`src/design/srfr_pkg.sv`:
```
// Shared constants, codes and the result type of the servo response frame receiver.
`default_nettype none

package srfr_pkg;

    // Largest length field that a frame may carry before it is dropped.
    localparam int MAX_FRAME_LENGTH = 7;
    localparam int MIN_FRAME_LENGTH = 3;
    localparam int MAX_KEPT_PARAMS  = 4;

    // Widths that follow from the length limit.
    localparam int LEN_W = $clog2(MAX_FRAME_LENGTH + 1);
    localparam int IDX_W = $clog2(MAX_FRAME_LENGTH + 3);

    localparam logic [7:0] HDR_BYTE = 8'h55;

    // Frame positions of the fixed bytes.
    localparam logic [IDX_W-1:0] IDX_ID     = IDX_W'(2);
    localparam logic [IDX_W-1:0] IDX_LEN    = IDX_W'(3);
    localparam logic [IDX_W-1:0] IDX_CMD    = IDX_W'(4);
    localparam logic [IDX_W-1:0] IDX_PARAM0 = IDX_W'(5);

    // Result status codes.
    localparam logic [1:0] STATUS_OK        = 2'd0;
    localparam logic [1:0] STATUS_BAD_SUM   = 2'd1;
    localparam logic [1:0] STATUS_TOO_LONG  = 2'd2;

    typedef struct packed {
        logic [1:0]  status;
        logic [7:0]  servo_id;
        logic [7:0]  command;
        logic [2:0]  param_count;
        logic [31:0] params;
    } result_t;

endpackage

`default_nettype wire

```
`src/design/srfr_deframer.sv`:
```
// Frame hunting, byte collection and checksum check for one received byte per cycle in which step is high.
`default_nettype none

module srfr_deframer (
    input  wire logic            aclk,
    input  wire logic            aresetn,
    input  wire logic            step,
    input  wire logic [7:0]      rx_byte,
    input  wire logic [4:0]      response_limit,
    output logic                 frame_end,
    output srfr_pkg::result_t    result
);
    import srfr_pkg::*;

    logic             header_seen_reg, header_seen_next;
    logic             in_frame_reg, in_frame_next;
    logic [IDX_W-1:0] byte_index_reg, byte_index_next;
    logic [LEN_W-1:0] frame_length_reg, frame_length_next;
    logic [7:0]       running_sum_reg, running_sum_next;
    logic [7:0]       held_id_reg, held_id_next;
    logic [7:0]       held_command_reg, held_command_next;
    logic [31:0]      held_params_reg, held_params_next;

    logic             len_bad;
    logic             in_params;
    logic [7:0]       sum_plus;
    logic [LEN_W-1:0] count_full;
    logic [2:0]       count;
    logic [7:0]       limit_ext;
    logic [7:0]       length_ext;

    // The parameter bytes run up to the position just before the checksum.
    assign in_params = ({1'b0, byte_index_reg} < ((IDX_W+1)'(frame_length_reg) + (IDX_W+1)'(2)));
    assign len_bad   = (rx_byte < 8'(MIN_FRAME_LENGTH)) || (rx_byte > 8'(MAX_FRAME_LENGTH));
    assign sum_plus  = running_sum_reg + rx_byte;

    // The checksum byte ends the frame.
    assign frame_end = in_frame_reg && (byte_index_reg != IDX_ID) && (byte_index_reg != IDX_LEN)
                     && (byte_index_reg != IDX_CMD) && !in_params;

    // Parameter count saturates at the number of bytes that are kept.
    assign count_full = frame_length_reg - LEN_W'(MIN_FRAME_LENGTH);
    assign count = (count_full > LEN_W'(MAX_KEPT_PARAMS)) ? 3'(MAX_KEPT_PARAMS) : 3'(count_full);

    assign limit_ext  = 8'(response_limit);
    assign length_ext = 8'(frame_length_reg);

    // Result of the frame that ends with the current byte.
    always_comb begin
        result.servo_id    = held_id_reg;
        result.command     = held_command_reg;
        result.param_count = count;
        result.params      = held_params_reg;
        if (~running_sum_reg != rx_byte) begin
            result.status = STATUS_BAD_SUM;
        end else if (length_ext > limit_ext) begin
            result.status = STATUS_TOO_LONG;
        end else begin
            result.status = STATUS_OK;
        end
    end

    // Next state for one received byte.
    always_comb begin
        header_seen_next  = header_seen_reg;
        in_frame_next     = in_frame_reg;
        byte_index_next   = byte_index_reg;
        frame_length_next = frame_length_reg;
        running_sum_next  = running_sum_reg;
        held_id_next      = held_id_reg;
        held_command_next = held_command_reg;
        held_params_next  = held_params_reg;
        if (!in_frame_reg) begin
            if (rx_byte == HDR_BYTE) begin
                if (header_seen_reg) begin
                    header_seen_next  = 1'b0;
                    in_frame_next     = 1'b1;
                    byte_index_next   = IDX_ID;
                    frame_length_next = LEN_W'(2);
                    running_sum_next  = 8'd0;
                    held_id_next      = 8'd0;
                    held_command_next = 8'd0;
                    held_params_next  = 32'd0;
                end else begin
                    header_seen_next = 1'b1;
                end
            end else begin
                header_seen_next = 1'b0;
            end
        end else if (byte_index_reg == IDX_ID) begin
            held_id_next     = rx_byte;
            running_sum_next = rx_byte;
            byte_index_next  = IDX_LEN;
        end else if (byte_index_reg == IDX_LEN) begin
            if (len_bad) begin
                in_frame_next     = 1'b0;
                header_seen_next  = 1'b0;
                byte_index_next   = '0;
                frame_length_next = LEN_W'(2);
            end else begin
                frame_length_next = LEN_W'(rx_byte);
                running_sum_next  = sum_plus;
                byte_index_next   = IDX_CMD;
            end
        end else if (byte_index_reg == IDX_CMD) begin
            held_command_next = rx_byte;
            running_sum_next  = sum_plus;
            byte_index_next   = IDX_PARAM0;
        end else if (in_params) begin
            // Only the first few parameter bytes are kept; all enter the sum.
            for (int k = 0; k < MAX_KEPT_PARAMS; k++) begin
                if (byte_index_reg == IDX_PARAM0 + IDX_W'(k)) begin
                    held_params_next[8*k +: 8] = rx_byte;
                end
            end
            running_sum_next = sum_plus;
            byte_index_next  = byte_index_reg + IDX_W'(1);
        end else begin
            in_frame_next     = 1'b0;
            header_seen_next  = 1'b0;
            byte_index_next   = '0;
            frame_length_next = LEN_W'(2);
        end
    end

    // Control state.
    always_ff @(posedge aclk) begin
        if (!aresetn) begin
            header_seen_reg  <= 1'b0;
            in_frame_reg     <= 1'b0;
            byte_index_reg   <= '0;
            frame_length_reg <= LEN_W'(2);
        end else if (step) begin
            header_seen_reg  <= header_seen_next;
            in_frame_reg     <= in_frame_next;
            byte_index_reg   <= byte_index_next;
            frame_length_reg <= frame_length_next;
        end
    end

    // Captured frame bytes and running checksum.
    always_ff @(posedge aclk) begin
        if (step) begin
            running_sum_reg  <= running_sum_next;
            held_id_reg      <= held_id_next;
            held_command_reg <= held_command_next;
            held_params_reg  <= held_params_next;
        end
    end

endmodule

`default_nettype wire

```
`src/design/servo_response_frame_receiver.sv`:
```
// Top level of the servo response frame receiver: beat registers, config register, deframer.
// Timing: a byte beat lands in the input register at its accepting edge; a frame's result is
// registered and valid on the m_ channel once its checksum byte steps on from the input register.
// Throughput: one byte beat per cycle, limited only by m_ready stalls when a frame ends.
// Reset (aresetn low, synchronous): hunting for a header, both registers empty,
// response_limit set to 6.
`default_nettype none

module servo_response_frame_receiver (
    input  wire logic        aclk,
    input  wire logic        aresetn,
    input  wire logic        cfg_valid,
    output logic             cfg_ready,
    input  wire logic [4:0]  cfg_response_limit,
    input  wire logic        s_valid,
    output logic             s_ready,
    input  wire logic [7:0]  s_rx_byte,
    output logic             m_valid,
    input  wire logic        m_ready,
    output logic [1:0]       m_status,
    output logic [7:0]       m_servo_id,
    output logic [7:0]       m_command,
    output logic [2:0]       m_param_count,
    output logic [31:0]      m_params
);
    import srfr_pkg::*;

    logic       in_valid_reg;
    logic [7:0] in_byte_reg;
    logic [4:0] limit_reg;
    logic       out_valid_reg;
    result_t    out_reg;
    result_t    result;
    logic       frame_end;
    logic       out_free;
    logic       step;

    // A byte moves on unless it ends a frame while the result register is still full.
    assign out_free  = !out_valid_reg || m_ready;
    assign step      = in_valid_reg && (!frame_end || out_free);
    assign s_ready   = !in_valid_reg || step;
    assign cfg_ready = 1'b1;

    // Configuration register.
    always_ff @(posedge aclk) begin
        if (!aresetn) begin
            limit_reg <= 5'd6;
        end else if (cfg_valid) begin
            limit_reg <= cfg_response_limit;
        end
    end

    // Input beat register.
    always_ff @(posedge aclk) begin
        if (!aresetn) begin
            in_valid_reg <= 1'b0;
        end else if (s_ready) begin
            in_valid_reg <= s_valid;
        end
    end

    always_ff @(posedge aclk) begin
        if (s_ready && s_valid) begin
            in_byte_reg <= s_rx_byte;
        end
    end

    srfr_deframer u_deframer (
        .aclk           (aclk),
        .aresetn        (aresetn),
        .step           (step),
        .rx_byte        (in_byte_reg),
        .response_limit (limit_reg),
        .frame_end      (frame_end),
        .result         (result)
    );

    // Result beat register.
    always_ff @(posedge aclk) begin
        if (!aresetn) begin
            out_valid_reg <= 1'b0;
        end else if (step && frame_end) begin
            out_valid_reg <= 1'b1;
        end else if (m_ready) begin
            out_valid_reg <= 1'b0;
        end
    end

    always_ff @(posedge aclk) begin
        if (step && frame_end) begin
            out_reg <= result;
        end
    end

    assign m_valid       = out_valid_reg;
    assign m_status      = out_reg.status;
    assign m_servo_id    = out_reg.servo_id;
    assign m_command     = out_reg.command;
    assign m_param_count = out_reg.param_count;
    assign m_params      = out_reg.params;

    // A result waiting on a stalled output is never overwritten.
    assert property (@(posedge aclk) disable iff (!aresetn)
        !(out_valid_reg && !m_ready && step && frame_end))
        else $error("result overwritten while stalled");

    // A held byte that cannot move stays in the input register.
    assert property (@(posedge aclk) disable iff (!aresetn)
        (in_valid_reg && !s_ready) |=> (in_valid_reg && $stable(in_byte_reg)))
        else $error("stalled input byte lost");

    // Status carries one of the three defined codes.
    assert property (@(posedge aclk) disable iff (!aresetn)
        out_valid_reg |-> (m_status == STATUS_OK || m_status == STATUS_BAD_SUM
                           || m_status == STATUS_TOO_LONG))
        else $error("undefined status code");

    // Parameter count never exceeds the kept bytes.
    assert property (@(posedge aclk) disable iff (!aresetn)
        out_valid_reg |-> (m_param_count <= 3'(MAX_KEPT_PARAMS)))
        else $error("parameter count out of range");

endmodule

`default_nettype wire
```
`config.mk`:
```
export PLATFORM = sky130hd
export DESIGN_NAME = servo_response_frame_receiver
export DESIGN_NICKNAME = d
export VERILOG_FILES = /design/src/design/srfr_pkg.sv /design/src/design/srfr_deframer.sv /design/src/design/servo_response_frame_receiver.sv
export SDC_FILE = /design/constraint.sdc
export NUM_CORES = 1
export LEC_CHECK = 0
export ABC_CLOCK_PERIOD_IN_PS = 7100
export BUFFER_PORTS_ARGS = -buffer_cell sky130_fd_sc_hd__clkbuf_2
export CORE_MARGIN = 3
export CORE_UTILIZATION = 40
export CTS_CLUSTER_DIAMETER = 50
export DETAILED_ROUTE_END_ITERATION = 8
export GPL_TIMING_DRIVEN = 0
export SLEW_MARGIN = 5
export SYNTH_ARGS = -nofsm -noshare
export SYNTH_HDL_FRONTEND = slang
export SYNTH_SLANG_ARGS = --single-unit
```
`constraint.sdc`:
```
create_clock -name aclk -period 7.1 [get_ports aclk]
set_clock_uncertainty 0.1 [all_clocks]
set_input_delay 0.355 -clock aclk [delete_from_list [all_inputs] [get_ports aclk]]
set_output_delay 0.355 -clock aclk [all_outputs]
set_load 0.01 [all_outputs]
```
; Yosys cells after proc, flatten, opt, wreduce, memory -nomap -nowiden
; Index checks and enable logic that the tools add are counted.
[word_totals]
wordCells = 145
regBits = 133
[classes]
reduce_logical = 28
order_cmp = 5
n_mux = 60
addsub = 4
eq_ne = 27
bitwise_logic = 1
[op_table]
columns = operator, count
row1 = 32-bit 2-to-1 mux, 7
row2 = 8-bit 2-to-1 mux, 18
row3 = 8-bit AND reduction, 4
row4 = 4-bit 2-to-1 mux, 7
row5 = 3-bit 2-to-1 mux, 9
row6 = 2-bit != test (second input constant), 10
row7 = 1-bit 2-to-1 mux, 18
row8 = 4-bit by 3-bit equality test with 1-bit output (second input constant), 4
row9 = 6-bit AND reduction, 2
row10 = 5-bit AND reduction, 2
row11 = 3-bit != test (second input constant), 3
row12 = 8-bit adder, 1
row13 = 4-bit by 2-bit equality test with 1-bit output (second input constant), 2
row14 = 8-bit by 7-bit equality test with 1-bit output (second input constant), 1
row15 = 8-bit by 3-bit > comparator with 1-bit output (second input constant), 1
row16 = 8-bit by 2-bit < comparator with 1-bit output (second input constant), 1
row17 = 4-bit by 2-bit != test with 1-bit output (second input constant), 2
row18 = 8-bit != test, 1
row19 = 8-bit inverter, 1
row20 = 1-bit logical AND, 7
row21 = 2-bit nonzero test, 3
row22 = 3-bit by 5-bit > comparator with 1-bit output, 1
row23 = 4-bit by 5-bit < comparator with 1-bit output, 1
row24 = 5-bit != test (second input constant), 1
row25 = other kinds (12), 18

; Longest topological paths before layout
; Gate-level depths: netlist of the first run.
[depth]
word_depth = 10
ltp_mapped = 9

; Hierarchy
; From an unflattened synthesis of the first run, not the netlist that was laid out.
[unflattened]
hier_cells = 348
hier_area_um2 = 5305.1
[by_module_without_submodules]
columns = mod, cells_per_inst, area_per_inst_um2, n_inst
row1 = srfr_deframer, 257, 3156.8, 1
row2 = servo_response_frame_receiver, 91, 2148.3, 1

; Worst setup path before layout of the first run
; No wires, ideal clock.
[synth_timing]
path_kind = register to register
start = register u_deframer.frame_length_reg[1]
end = register out_reg, in the netlist m_command[0], enable pin
path_stages_with_launch = 8
slack_ns = 1.198
period_less_slack_ns = 5.902
setup_time_ns = 0.529
n_path_buf = 0
t_arrival_ns = 5.273
path_cell_list = dfxtp_1 > ha_1 > inv_1 > ha_1 > a2111oi_4 > nor3_2 > a21o_2 > nor3_1
[synth_between]
elab_chain_len = 8
[synth_lines]
columns = item, line_no
row1 = "start, declared", srfr_deframer.sv:18  ; logic [LEN_W-1:0] frame_length_reg, frame_length_next;
row2 = "start signal, assigned", srfr_deframer.sv:137  ; frame_length_reg <= frame_length_next;
row3 = 3-bit by 2-bit adder with 4-bit output *, srfr_deframer.sv:33  ; assign in_params = ({1'b0, byte_index_reg} < ((IDX_W+1)'(frame_length_reg) + (IDX_W+1)'(2)));
row4 = 4-bit by 5-bit < comparator with 1-bit output *, srfr_deframer.sv:33
row5 = 1-bit logical NOT *, srfr_deframer.sv:39  ; && (byte_index_reg != IDX_CMD) && !in_params;
row6 = 1-bit logical AND *, srfr_deframer.sv:39
row7 = 1-bit logical NOT, servo_response_frame_receiver.sv:40  ; assign step = in_valid_reg && (!frame_end || out_free);
row8 = 1-bit logical OR, servo_response_frame_receiver.sv:40
row9 = 1-bit logical AND, servo_response_frame_receiver.sv:40
row10 = 1-bit logical AND *, servo_response_frame_receiver.sv:90  ; if (step && frame_end) begin
row11 = "end signal, assigned", servo_response_frame_receiver.sv:91  ; out_reg <= result;
row12 = "end, declared", servo_response_frame_receiver.sv:32  ; result_t out_reg;
; Mark *: on every way between the ends. The rest lies on a longest branch, timed or not.
; A chain may end at the register's enable or synchronous reset.

; Final worst setup path of the first run
[layout_timing]
start = register u_deframer.byte_index_reg[1]
end = register u_deframer.held_params_reg[11], enable pin
[layout_between]
elab_chain_len = 9
[layout_lines]
columns = item, line_no
row1 = "start, declared", srfr_deframer.sv:17  ; logic [IDX_W-1:0] byte_index_reg, byte_index_next;
row2 = "start signal, assigned", srfr_deframer.sv:136  ; byte_index_reg <= byte_index_next;
row3 = "parallel branches: the longest is 8 deep, another holds 4-bit by 5-bit < comparator with 1-bit output", --
row4 = 8-bit AND reduction (no source line) *, --
row5 = "end signal, assigned", srfr_deframer.sv:147  ; held_params_reg <= held_params_next;
row6 = "end, declared", srfr_deframer.sv:22  ; logic [31:0] held_params_reg, held_params_next;
; Every way passes the cells marked *.

==> results summary, run 1 <==
The minimum clock period after layout came out at 3.47 ns. Setup violations remaining at the end of the flow were counted as 0. In this run the critical register-to-register path is launched from u_deframer.byte_index_reg[1]. The cell count after synthesis came out at between 300 and 400. When the netlist entered floorplanning its net count stood at 401. The run finished with clean final reports. Of the available clock period, the critical path in the final layout requires 0.488. The per-cell routed wire length came out at 15.6 µm. The post-place setup slack is approximately 3.5 ns.

The count of H-tree levels built during CTS is 4. The required time at the endpoint of the critical path is ~7 ns. After detailed routing, the number of remaining DRC violations is 0.

Clock tree synthesis selected as its root buffer the cell sky130_fd_sc_hd__clkbuf_16. For flop-to-flop paths, the worst setup slack is ~3.6 ns. The met3 wire length is approximately 600 µm. The final count of hold timing violations is 0.

The worst hold path cell count is 1. Setup repair after global routing left no endpoint under its margin. The maximum number of pins on one net before global-route repair is 17. The final layout contains 500 nets. The total wire length after detailed routing is 10.1 mm.

Clock latency on the worst-skew pair, taken at its later pin, is between 0.4 and 0.5 ns. The post-detailed-placement cell area is between 0.005 and 0.006 mm². The top fanout value on the critical path is 9. The most common flop cell mapped by yosys is sky130_fd_sc_hd__edfxtp_1. Traced cell by cell, the critical path runs through ha_1 -> nor3_1 -> o31ai_1 -> inv_2 -> a21o_2 -> or2_1 -> nor2_1. The normalized max-slew margin is 0.427. The number of global-route vias before repair came out at between 2000 and 3000. The final worst slack is approximately 3.6 ns. The worst setup path is launched from a flip-flop. The total iterations of the first detailed-routing run is 6. The die boundary height came out at 122 µm. The distinct cell type count of the synthesized netlist came out at 53. The worst hold path begins at s_rx_byte[6]. The worst setup path is captured at a flip-flop. Measured along the x axis, the die boundary spans about 120 µm.

In this run the core area contains 41 standard-cell rows. The detailed-routed wire length on met2 came out at approximately 4.6 mm. After clock tree synthesis, the clock-pin slew on the worst setup and hold paths is approximately 0.060 ns. The max-slew violation count is 0. The worst register-to-register path has a depth of 7.

Data arrives at the worst endpoint at about 3.4 ns. The post-synthesis to final-layout area growth is 24.1%. The post-synthesis instance area came out at between 0.005 and 0.006 mm². The peak supply drop came out at around 0.00016 V.

The met1 layer wirelength in the final routing is between 4 and 5 mm. The initial antenna violation count came out at 0. The library cell contributing the largest single delay on the critical path is sky130_fd_sc_hd__nor2_1.

The synthesized area per cell came out at about 15 µm². The count of antenna-violating nets left after detailed routing is 0. The slew at the pin with the worst max-slew slack is approximately 0.86 ns. The static leakage came out at 2.47 nW. The number of top-level design ports is between 70 and 80. The highest layer touched by signal routing is met4. The post-route standard cell area excluding fillers is roughly 0.0066 mm². The number of buffers on the longest clock path is 2. The number of hold buffers added after cts is 3.

Across all layers, the routed design uses about 3200 vias. In the final layout, the share of cells above drive strength 1 is 0.270. The number of fill cells in the layout is between 1000 and 1500.

The count of antenna diodes in the layout is 0. The register bit total from synthesis came out at roughly 130. The first routing iteration left about 190 violations. The number of setup buffers added after CTS is 0. In the global route stage, overall resource usage came out at 0.146.

The effective utilization at floorplan is 0.416. The count of input and output buffers is 71. The core region area is around 0.013 mm². The die footprint came out at around 0.015 mm². Clock tree synthesis inserted a total of 17 buffers. The TritonCTS clock tree is yes. The areal power density over the cells came out at 268 mW/mm². Max-cap violations in this run came to 0. The sequential fraction of the synthesis area came out at 0.716. The worst setup path is of the flip-flop to flip-flop kind.

The async set-reset flop share out of synthesis came out at 0. The worst register-to-register path ends at u_deframer.held_params_reg[11]. For this run, the number of Yosys warnings is 0. The utilization after layout is 0.516. The detail-routed via count per cell came out at 4.92.

The wire-length estimate of the detail-placed layout is about 7 mm. The total congestion overflow came out at 0. Static timing analysis puts the maximum clock frequency at 289 MHz. The post-cts resize count is 0. The number of sinks handled by clock tree synthesis is 133. On the worst path, the slowest cell contributes a delay of between 0.6 and 0.7 ns.

The worst hold path terminates at in_byte_reg[6]. The overall power after layout came out at between 0.0015 and 0.002 W. The congestion estimate from routability-driven global placement came to 0.873.

The global-route wire length before repair came out at between 15 and 20 mm. In this run, synthesis inferred roughly 120 flip-flops with an integrated enable. The type of the worst min-delay path is primary input to flip-flop.
-- through the flow --
step,instances,hold WS (ns),TNS [ns]
after CTS,646,0.00112,0
after global routing,646,0.000389,0
after global placement,605,0.301,-26.45
after floorplan,362,0.300,0
final,646,0.0179,0
after detailed placement,611,0.306,0
-- area by class of cell --
type | count | area [µm²] | share of cell area
flip-flops and latches | 133 | 3830 | 0.577
multi-input cells | 199 | 1410 | 0.212
repair buffers | 80 | 442 | 0.0665
clock buffers | 17 | 425 | 0.0640
well taps | 172 | 215 | 0.0324
clock inverters | 15 | 190 | 0.0286
inverters | 20 | 75.1 | 0.0113
plain buffers | 10 | 56.3 | 0.00848
-- per-layer routing --
layer / GRT usage / up-vias
met5: 0 / -
met3: 0.0464 / 6
li1: - / 1554
met1: 0.207 / 1497
met4: 0.0483 / 0
met2: 0.213 / 123
-- critical path: cells and delay by family (launching register included) --
family	cells	cell delay (ns)
buffers and inverters	1	0.19
AND/OR/NAND/NOR	3	1.04
adder cells (fa/ha/maj)	1	0.36
AO/OA/AOI/OAI	2	0.94
flip-flops	1	0.45
-- cells in the final DEF, fill, tap and decap left out, drive strengths merged, types with 3 or more instances in the layout --
cell type,instances
edfxtp,117
clkbuf,95
inv,26
nand2,24
nor2,23
a21oi,23
ha,20
and2,17
dfxtp,16
nor3,10
buf,9
nand3,8
nand4,8
mux2i,8
clkinv,6
nor2b,4
o211ai,4
xnor2,4
nand2b,4
a21o,4
xor2,3
o31ai,3
bufinv,3
dlygate4sd3,3
nor4,3
a2111oi,3
o21ai,3
-- Yosys cell counts (3+ instances only) --
library cell,instances,share of area
sky130_fd_sc_hd__nor2_1,23,0.016
sky130_fd_sc_hd__nand2b_1,3,0.0035
sky130_fd_sc_hd__nand4_1,8,0.0093
sky130_fd_sc_hd__nand2_1,24,0.017
sky130_fd_sc_hd__inv_1,19,0.013
sky130_fd_sc_hd__a21oi_1,21,0.020
sky130_fd_sc_hd__dfxtp_1,16,0.060
sky130_fd_sc_hd__mux2i_1,8,0.015
sky130_fd_sc_hd__ha_1,20,0.047
sky130_fd_sc_hd__edfxtp_1,117,0.66
sky130_fd_sc_hd__xnor2_1,4,0.0065
sky130_fd_sc_hd__nor3_1,8,0.0075
sky130_fd_sc_hd__a21o_1,3,0.0042
sky130_fd_sc_hd__nor2b_1,4,0.0047
sky130_fd_sc_hd__nand3_1,8,0.0075
sky130_fd_sc_hd__o211ai_1,4,0.0056
sky130_fd_sc_hd__clkbuf_1,7,0.0049
sky130_fd_sc_hd__and2_1,17,0.020
sky130_fd_sc_hd__o31ai_1,3,0.0042
sky130_fd_sc_hd__xor2_1,3,0.0049
-- cells by family (layout without fill, tap and decap cells) --
group                    Yosys count  after routing  share of synthesized area
AO/OA/AOI/OAI                     52             52                     0.0729
XOR/XNOR                           7              7                     0.0115
adder cells (fa/ha/maj)           21             21                     0.0505
buffers and inverters             30            142                     0.0245
flip-flops                       133            133                      0.716
multiplexers                       8              8                     0.0150
other                              1              1                   0.000700
AND/OR/NAND/NOR                  110            110                      0.109
-- report_power, final --
part	leakage, nW	switching [W]	internal [W]	total (W)
clock	0.305	0.000333	0.000560	0.000893
combinational	0.918	0.0000180	0.0000165	0.0000345
sequential	1.25	0.00000688	0.000844	0.000851
-- worst max path at each step --
stage          slack (ns)                      startpoint                              to  cells after the start
2_1_floorplan        1.20  u_deframer.frame_length_reg[1]                    m_command[0]                      7
3_3_place_gp        -0.50    u_deframer.byte_index_reg[0]                    m_params[17]                      6
3_5_place_dp         3.53    u_deframer.byte_index_reg[1]  u_deframer.held_params_reg[29]                      6
4_1_cts              3.52    u_deframer.byte_index_reg[1]  u_deframer.held_params_reg[27]                      6
5_1_grt              3.44    u_deframer.byte_index_reg[1]  u_deframer.held_params_reg[19]                      7
6_report             3.63    u_deframer.byte_index_reg[1]  u_deframer.held_params_reg[11]                      7
No activity file was read; power rests on OpenSTA's default activity.
==> inputs of run 2 (changes only) <==
--- a/config.mk
+++ b/config.mk
@@ -5,7 +5,7 @@
 export SDC_FILE = /design/constraint.sdc
 export NUM_CORES = 1
 export LEC_CHECK = 0
-export ABC_CLOCK_PERIOD_IN_PS = 7100
+export ABC_CLOCK_PERIOD_IN_PS = 3300
 export BUFFER_PORTS_ARGS = -buffer_cell sky130_fd_sc_hd__clkbuf_2
 export CORE_MARGIN = 3
 export CORE_UTILIZATION = 40
==> constraint.sdc (replaced) <==
create_clock -name aclk -period 3.3 [get_ports aclk]
set_clock_uncertainty 0.1 [all_clocks]
set_input_delay 0.165 -clock aclk [delete_from_list [all_inputs] [get_ports aclk]]
set_output_delay 0.165 -clock aclk [all_outputs]
set_load 0.01 [all_outputs]
==> run 2 against run 1 <==
  * Critical path depth unchanged
  * Final cell count grew 1.4%
  * Sequential share of layout area down 0.96 points
  * Design area increased by 1.7%
  * Non-clock buffer count up 9
  * Worst setup slack got worse by 3.6 ns
  * Clock power is 96% higher
  * Core utilization up 0.89 points
  * Sequential power is 120% higher
  * Flip-flop and latch count unchanged
  * Via count decreased by 0.72%
==> results summary, run 2 (synthesized netlist as in run 1, its figures left out) <==
The type of the worst min-delay path is primary input to flip-flop. The CTS buffer count is 17 (unchanged). The die width was 122 µm (unchanged). The layout net count came out at 509 (+1.8%).

The worst hold path terminates at m_valid. The largest stage delay on the critical path is 0.65 ns (-0.02 ns). The insertion delay to the later sink of the worst-skew pair came out at 0.42 ns (about the same). The peak supply drop is 0.000310 V (+89%). The setup TNS was 0 ns (unchanged).

The final worst slack is 0.0818 ns (-3.55 ns). The fraction of layout cells with a size suffix above 1 came out at 0.267 (-0.00296). The number of global-route vias before repair came out at 3024 (+1.5%). The global-route wire length before repair is 16.4 mm (+2.1%).

The count of maximum capacitance violations came out at 0 (unchanged). The count of antenna diodes in the layout was 0 (unchanged). The maximum clock rate is 311 MHz (+7.7%). The total congestion overflow came out at 0 (unchanged).

The top fanout value on the critical path came out at 9 (unchanged). The detailed router's first-iteration violation count was 189 (-1.6%). The detail-routed via count per cell is 4.82 (-2.1%). The max-slew violation count came out at 0 (unchanged).

The required time at the endpoint of the critical path was 3.23 ns (-3.80 ns). The post-place setup slack was -0.176 ns (-3.71 ns). The effective utilization at floorplan is 0.416 (unchanged).

The normalized max-slew margin is 0.410 (-0.0170). The final count of hold timing violations came out at 0 (unchanged). The cell at the root of the clock tree is sky130_fd_sc_hd__clkbuf_16. The post-synthesis to final-layout area growth came out at 26.2%. The routability congestion estimate is 0.862 (-1.3%). The post-detailed-placement half-perimeter wirelength was 7.16 mm (-0.71%).

The aggregate global-route resource usage came out at 0.148 (+0.00205). Leaving out fill and tap cells, the most frequent cells in the layout are sky130_fd_sc_hd__edfxtp_1, sky130_fd_sc_hd__clkbuf_2, sky130_fd_sc_hd__nand2_1, sky130_fd_sc_hd__nor2_1, sky130_fd_sc_hd__a21oi_1. The placed instance count came to 609 (-0.33%). In this run the most critical hold path is launched from m_ready. The worst hold path cell count is 3 (+2). The areal power density over the cells is 543 mW/mm² (+100%).

Among all stages on the critical path, the largest delay is contributed by sky130_fd_sc_hd__nor2_1. The TritonCTS clock tree is yes. The residual DRC count came to 0 (unchanged). The worst setup path is launched from a flip-flop.

The count of H-tree levels built during CTS is 4 (unchanged). In this run the critical register-to-register path is launched from u_deframer.byte_index_reg[1]. The total setup buffers inserted after CTS is 0 (unchanged). The worst register-to-register path ends at u_deframer.held_params_reg[3]. The worst path arrival time is 3.15 ns (-0.25 ns).

The static leakage was 2.49 nW (+0.73%). Setup repair after global routing could not meet its margin everywhere. The core region area was 0.0129 mm² (unchanged).

The utilization after layout is 0.525 (+0.00894). The total iterations of the first detailed-routing run was 4 (-2). The count of input and output buffers is 71 (unchanged). The endpoint type of the worst setup path is a flip-flop. The slew at the pin with the worst max-slew slack was 0.885 ns (+0.0287 ns).

Leaving out fill and tap cells, the most frequent cell in the layout is sky130_fd_sc_hd__edfxtp_1. The site row count is 41 (unchanged). The die footprint came out at 0.0148 mm² (unchanged). Walking the worst path, the cells encountered are ha_1 -> nor3_1 -> o31ai_2 -> inv_2 -> a21o_4 -> or2_1 -> nor2_1. The per-cell routed wire length came to 15.5 µm (-0.47%). The number of setup violations in the final report came out at 0 (unchanged). The die boundary height is 122 µm (unchanged).

The final cycle utilization of the critical path is 0.975 (+0.487). The setup slack on the worst flop-to-flop path was 0.08 ns (-3.55 ns). The clock transition at the registers of the reported paths is 0.07 ns (about the same). The critical path start-end classification is flip-flop to flip-flop.

The maximum number of pins on one net before global-route repair is 21 (+4). The number of top-level design ports came out at 74 (unchanged). The post-route non-filler standard cell count is 655 (+1.4%).

The via count came out at 3157 (-0.72%). The count of antenna-violating nets left after detailed routing came out at 0 (unchanged). The total wire length after detailed routing came to 10.2 mm (+0.91%). The flow ran to the end, and the final reports show no timing, DRC or antenna violations. The initial antenna violation count is 0 (unchanged). The number of buffers on the longest clock path was 2 (unchanged). The worst reg2reg path depth came to 7 (unchanged). The number of sinks handled by clock tree synthesis was 133 (unchanged). The minimum clock period after layout is 3.22 ns (-0.248 ns).
[run 2: changes by cell type in the layout (fill, tap and decap cells not counted), sizes merged]
cell / before / now
dlygate4sd3: 3 / 14
bufinv: 3 / 0
clkinvlp: 0 / 3
buf: 9 / 7
clkinv: 6 / 5
inv: 26 / 27
[run 2: metal layers]
metal  global-route usage  share of wire  vias up
li1                     -              -     1575
met1                0.210           0.48     1484
met2                0.217           0.45       89
met3               0.0446          0.054        9
met4               0.0511          0.013        0
met5                    0              0        -
[run 2: worst max path at each step]
stage                                      to                           start  slack, ns
3_5_place_dp   u_deframer.held_params_reg[27]    u_deframer.byte_index_reg[1]      -0.18
2_1_floorplan                    m_command[0]  u_deframer.frame_length_reg[1]      -0.09
6_report        u_deframer.held_params_reg[3]    u_deframer.byte_index_reg[1]       0.08
4_1_cts         u_deframer.held_params_reg[2]    u_deframer.byte_index_reg[1]       0.01
5_1_grt         u_deframer.held_params_reg[0]    u_deframer.byte_index_reg[1]      -0.14
3_3_place_gp                     m_params[29]    u_deframer.byte_index_reg[1]      -0.85
[run 2: metrics by stage]
stage / power, W / area (µm²) / hold WS [ns]
after floorplan: 0.00191 / 5390 / 0.164
after global placement: 0.00194 / 5960 / 0.245
after detailed placement: 0.00194 / 6050 / 0.244
after CTS: 0.00371 / 6760 / 0.000103
after global routing: 0.00380 / 6760 / 0.0369
final: 0.00367 / 6760 / 0.00850
[run 2: worst max-delay path, delay by kind of cell (launching register included)]
| family | cells | cell delay, ns |
|---|---|---|
| fa+ha+maj | 1 | 0.37 |
| compound gates | 2 | 0.71 |
| flops | 1 | 0.48 |
| buf+inv | 1 | 0.15 |
| simple gates | 3 | 1.03 |
[run 2: final cells by class]
| class | instances | area (µm²) |
|---|---|---|
| plain buffers | 10 | 56.3 |
| repair buffers | 89 | 573 |
| clock buffers | 17 | 425 |
| clock inverters | 15 | 141 |
| well taps | 172 | 215 |
| flip-flops and latches | 133 | 3830 |
| fillers | 1104 | 6120 |
| inverters | 20 | 75.1 |
| multi-input cells | 199 | 1440 |
[run 2: report_power, final]
part | switching [W] | internal (W)
sequential | 0.0000151 | 0.00182
combinational | 0.0000409 | 0.0000444
clock | 0.000758 | 0.000993
total | 0.000814 | 0.00285
[run 2: repair_timing]
action	4_1_cts	5_1_grt
pin swaps	0	0
setup endpoints to repair	8	24
resized for setup	1	0
hold buffers	14	0
hold endpoints to repair	14	0
gates cloned	0	0
==> inputs of run 3 (changes only) <==
--- a/config.mk
+++ b/config.mk
@@ -12,6 +12,7 @@
 export CTS_CLUSTER_DIAMETER = 50
 export DETAILED_ROUTE_END_ITERATION = 8
 export GPL_TIMING_DRIVEN = 0
+export PLACE_DENSITY = 0.66
 export SLEW_MARGIN = 5
 export SYNTH_ARGS = -nofsm -noshare
 export SYNTH_HDL_FRONTEND = slang
==> run 3 against run 2 <==
  * Flip-flop and latch count stayed put
  * Clock power is 10% higher
  * First-iteration DRC count grew 29%
  * Critical path type unchanged
  * Worst setup slack better by 0.17 ns
  * Combinational power rose by 2%
  * Final cell count grew 0.15%
  * Via count rose by 3.5%
  * Critical endpoint is now u_deframer.held_params_reg[23]
  * Maximum frequency is 5.5% higher
==> results summary, run 3 (synthesized netlist as in run 1, its figures left out) <==
The worst path arrival time was 3.01 ns (-0.14 ns). The number of sinks handled by clock tree synthesis is 133 (unchanged). The per-cell routed wire length is 15.7 µm (+1.5%). The critical path start-end classification is flip-flop to flip-flop. Among all stages on the critical path, the largest delay is contributed by sky130_fd_sc_hd__dfxtp_1. The count of antenna-violating nets left after detailed routing is 0 (unchanged). The placed instance count is 609 (unchanged). The aggregate global-route resource usage is 0.150 (+0.00235). The initial antenna violation count came out at 0 (unchanged).

The site row count came out at 41 (unchanged). The met1 layer wirelength in the final routing was 4.93 mm (+1.0%). The required time at the endpoint of the critical path came out at 3.26 ns (+0.03 ns).

The count of maximum capacitance violations came to 0 (unchanged). The library cell used most frequently in the layout, excluding fill and tap cells, is sky130_fd_sc_hd__edfxtp_1. The largest stage delay on the critical path is 0.46 ns (-0.19 ns). The maximum number of pins on one net before global-route repair is 21 (unchanged). The setup slack on the worst flop-to-flop path came out at 0.25 ns (+0.17 ns). The signal on the critical path passes through ha_1 -> nor3_1 -> o31ai_2 -> inv_2 -> a21o_4 -> or2_1 -> nor2_2. The normalized max-slew margin is 0.432 (+0.0223). The max-slew violation count came to 0 (unchanged). Setup repair after global routing left no endpoint under its margin. The detailed router's first-iteration violation count is 244 (+29%). The buffers plus inverters on the worst setup path came out at 1 (unchanged). The post-route non-filler standard cell count is 656 (+0.15%).

The number of buffers on the longest clock path is 2 (unchanged). The setup TNS came out at 0 ns (unchanged). The count of H-tree levels built during CTS came out at 4 (unchanged). In the layout the commonest cells are sky130_fd_sc_hd__edfxtp_1, sky130_fd_sc_hd__clkbuf_2, sky130_fd_sc_hd__nand2_1, sky130_fd_sc_hd__a21oi_1, sky130_fd_sc_hd__ha_1. The detail-routed via count per cell came out at 4.98 (+3.4%). In this run the clock root is driven by a sky130_fd_sc_hd__clkbuf_16. The routability congestion estimate came out at 0.862 (about the same).

The effective utilization at floorplan came out at 0.416 (unchanged). The total wire length after detailed routing came out at 10.3 mm (+1.6%). The final count of hold timing violations came out at 0 (unchanged). The peak supply drop is 0.000263 V (-15%). The CTS buffer count was 17 (unchanged). The insertion delay to the later sink of the worst-skew pair came out at 0.42 ns (about the same). The number of top-level design ports came out at 74 (unchanged). The layout net count was 510 (+0.20%).

The residual DRC count came out at 0 (unchanged). The number of global-route vias before repair is 3068 (+1.5%). The count of antenna diodes in the layout came out at 0 (unchanged). The total setup buffers inserted after CTS came out at 0 (unchanged). The met3 wire length is 592 µm (+8.6%). The post-synthesis to final-layout area growth came out at 27.5%. The worst reg2reg path depth came out at 7 (unchanged). The startpoint identified for the worst register-to-register timing path is u_deframer.byte_index_reg[0]. The static leakage was 2.51 nW (+0.74%). The die width came to 122 µm (unchanged). The slew at the pin with the worst max-slew slack came out at 0.847 ns (-0.0380 ns). The count of input and output buffers came out at 71 (unchanged). STA classifies the critical path endpoint as a flip-flop.

The total congestion overflow came out at 0 (unchanged). The via count came out at 3268 (+3.5%). The number of fill cells in the layout came out at 1062 (-3.8%). The fraction of layout cells with a size suffix above 1 came to 0.273 (+0.00565). The clock transition at the registers of the reported paths is 0.06 ns (about the same). The top fanout value on the critical path came to 9 (unchanged). The most critical setup path has its startpoint at u_deframer.byte_index_reg[0]. The die footprint is 0.0148 mm² (unchanged). The detailed-routed wire length on met2 came to 4.65 mm (+0.93%). The end of the worst register-to-register path is u_deframer.held_params_reg[23]. The final worst slack is 0.251 ns (+0.169 ns). The number of setup violations in the final report came to 0 (unchanged). Signal routing reaches up to met4. The flow ran to the end, and the final reports show no timing, DRC or antenna violations. The post-place setup slack came out at 0.0451 ns (+0.221 ns). The final cycle utilization of the critical path is 0.924 (-0.0513).

The areal power density over the cells came out at 564 mW/mm² (+3.9%). The core region area came out at 0.0129 mm² (unchanged). The worst hold path cell count came out at 3 (unchanged).

The post-detailed-placement half-perimeter wirelength came out at 7.16 mm (about the same). The maximum clock rate came out at 328 MHz (+5.5%). TritonCTS built the clock tree. The worst hold path begins at cfg_valid. The die boundary height came out at 122 µm (unchanged). For hold timing, the worst endpoint is limit_reg[2]. In this run the worst hold path is classified as primary input to flip-flop. The startpoint type of the worst setup path is a flip-flop.

The cell family contributing the most delay on the critical path is simple AND/OR/NAND/NOR gates. The global-route wire length before repair came to 16.4 mm (about the same). The total iterations of the first detailed-routing run is 6 (+2). The minimum clock period after layout is 3.05 ns (-0.169 ns).
==> run 3: cell types whose count changed in the layout (fill, tap and decap cells not counted), moves of 2 or more <==
cell and delta:
sky130_fd_sc_hd__clkinv_4 -2, sky130_fd_sc_hd__clkinvlp_4 +2, sky130_fd_sc_hd__inv_6 +2, sky130_fd_sc_hd__nor2_2 +3, sky130_fd_sc_hd__inv_8 -3, sky130_fd_sc_hd__nor2_1 -3
sky130_fd_sc_hd__bufinv_16 +3
==> run 3: routing by layer <==
metal	vias up	global-route usage
met1	1571	0.205
li1	1574	-
met4	0	0.0658
met5	-	0
met3	12	0.0474
met2	111	0.221
==> run 3: timing repair <==
item	in CTS	in global routing
hold buffers	15	0
resized for setup	0	3
endpoints found under the setup margin	0	24
hold endpoints to repair	15	0
==> run 3: worst register-to-register path: cells and delay by family (launching register included) <==
| kind | cells | cell delay (ns) |
|---|---|---|
| buf+inv | 1 | 0.16 |
| simple gates | 3 | 0.88 |
| fa+ha+maj | 1 | 0.37 |
| flops | 1 | 0.46 |
| compound gates | 2 | 0.71 |
==> run 3: worst max-delay path by stage <==
stage / cells after the start / to / slack [ns]
after detailed placement: 7 / u_deframer.held_params_reg[21] / 0.05
after CTS: 7 / u_deframer.held_params_reg[23] / 0.02
after global routing: 7 / u_deframer.held_params_reg[23] / 0.07
after global placement: 6 / m_params[13] / -0.82
after floorplan: 8 / m_command[0] / -0.09
final: 7 / u_deframer.held_params_reg[23] / 0.25
==> run 3: stage by stage <==
stage                     instance area, µm²  hold slack (ns)   util  power (W)
final                                   6830           0.0514  0.530    0.00385
after detailed placement                6050            0.244  0.470    0.00194
after global placement                  5960            0.246  0.463    0.00194
after global routing                    6830           0.0745  0.530    0.00398
after CTS                               6820           0.0430  0.529    0.00389
after floorplan                         5390            0.164      -    0.00191
==> run 3: power breakdown <==
part / switching, W / internal (W) / leakage (nW)
sequential: 0.0000154 / 0.00182 / 1.24
clock: 0.000726 / 0.00120 / 0.285
combinational: 0.0000419 / 0.0000453 / 0.987
total: 0.000783 / 0.00306 / 2.51
==> run 3: cell type report <==
type                       instances  area [µm²]  share of cell area
sequential                       133        3830               0.562
multi-input combinational        199        1440               0.212
timing repair buffer              90         583              0.0854
clock buffer                      17         425              0.0623
tap                              172         215              0.0315
clock inverter                    15         191              0.0280
inverter                          20        75.1              0.0110
buffer                            10        56.3             0.00825
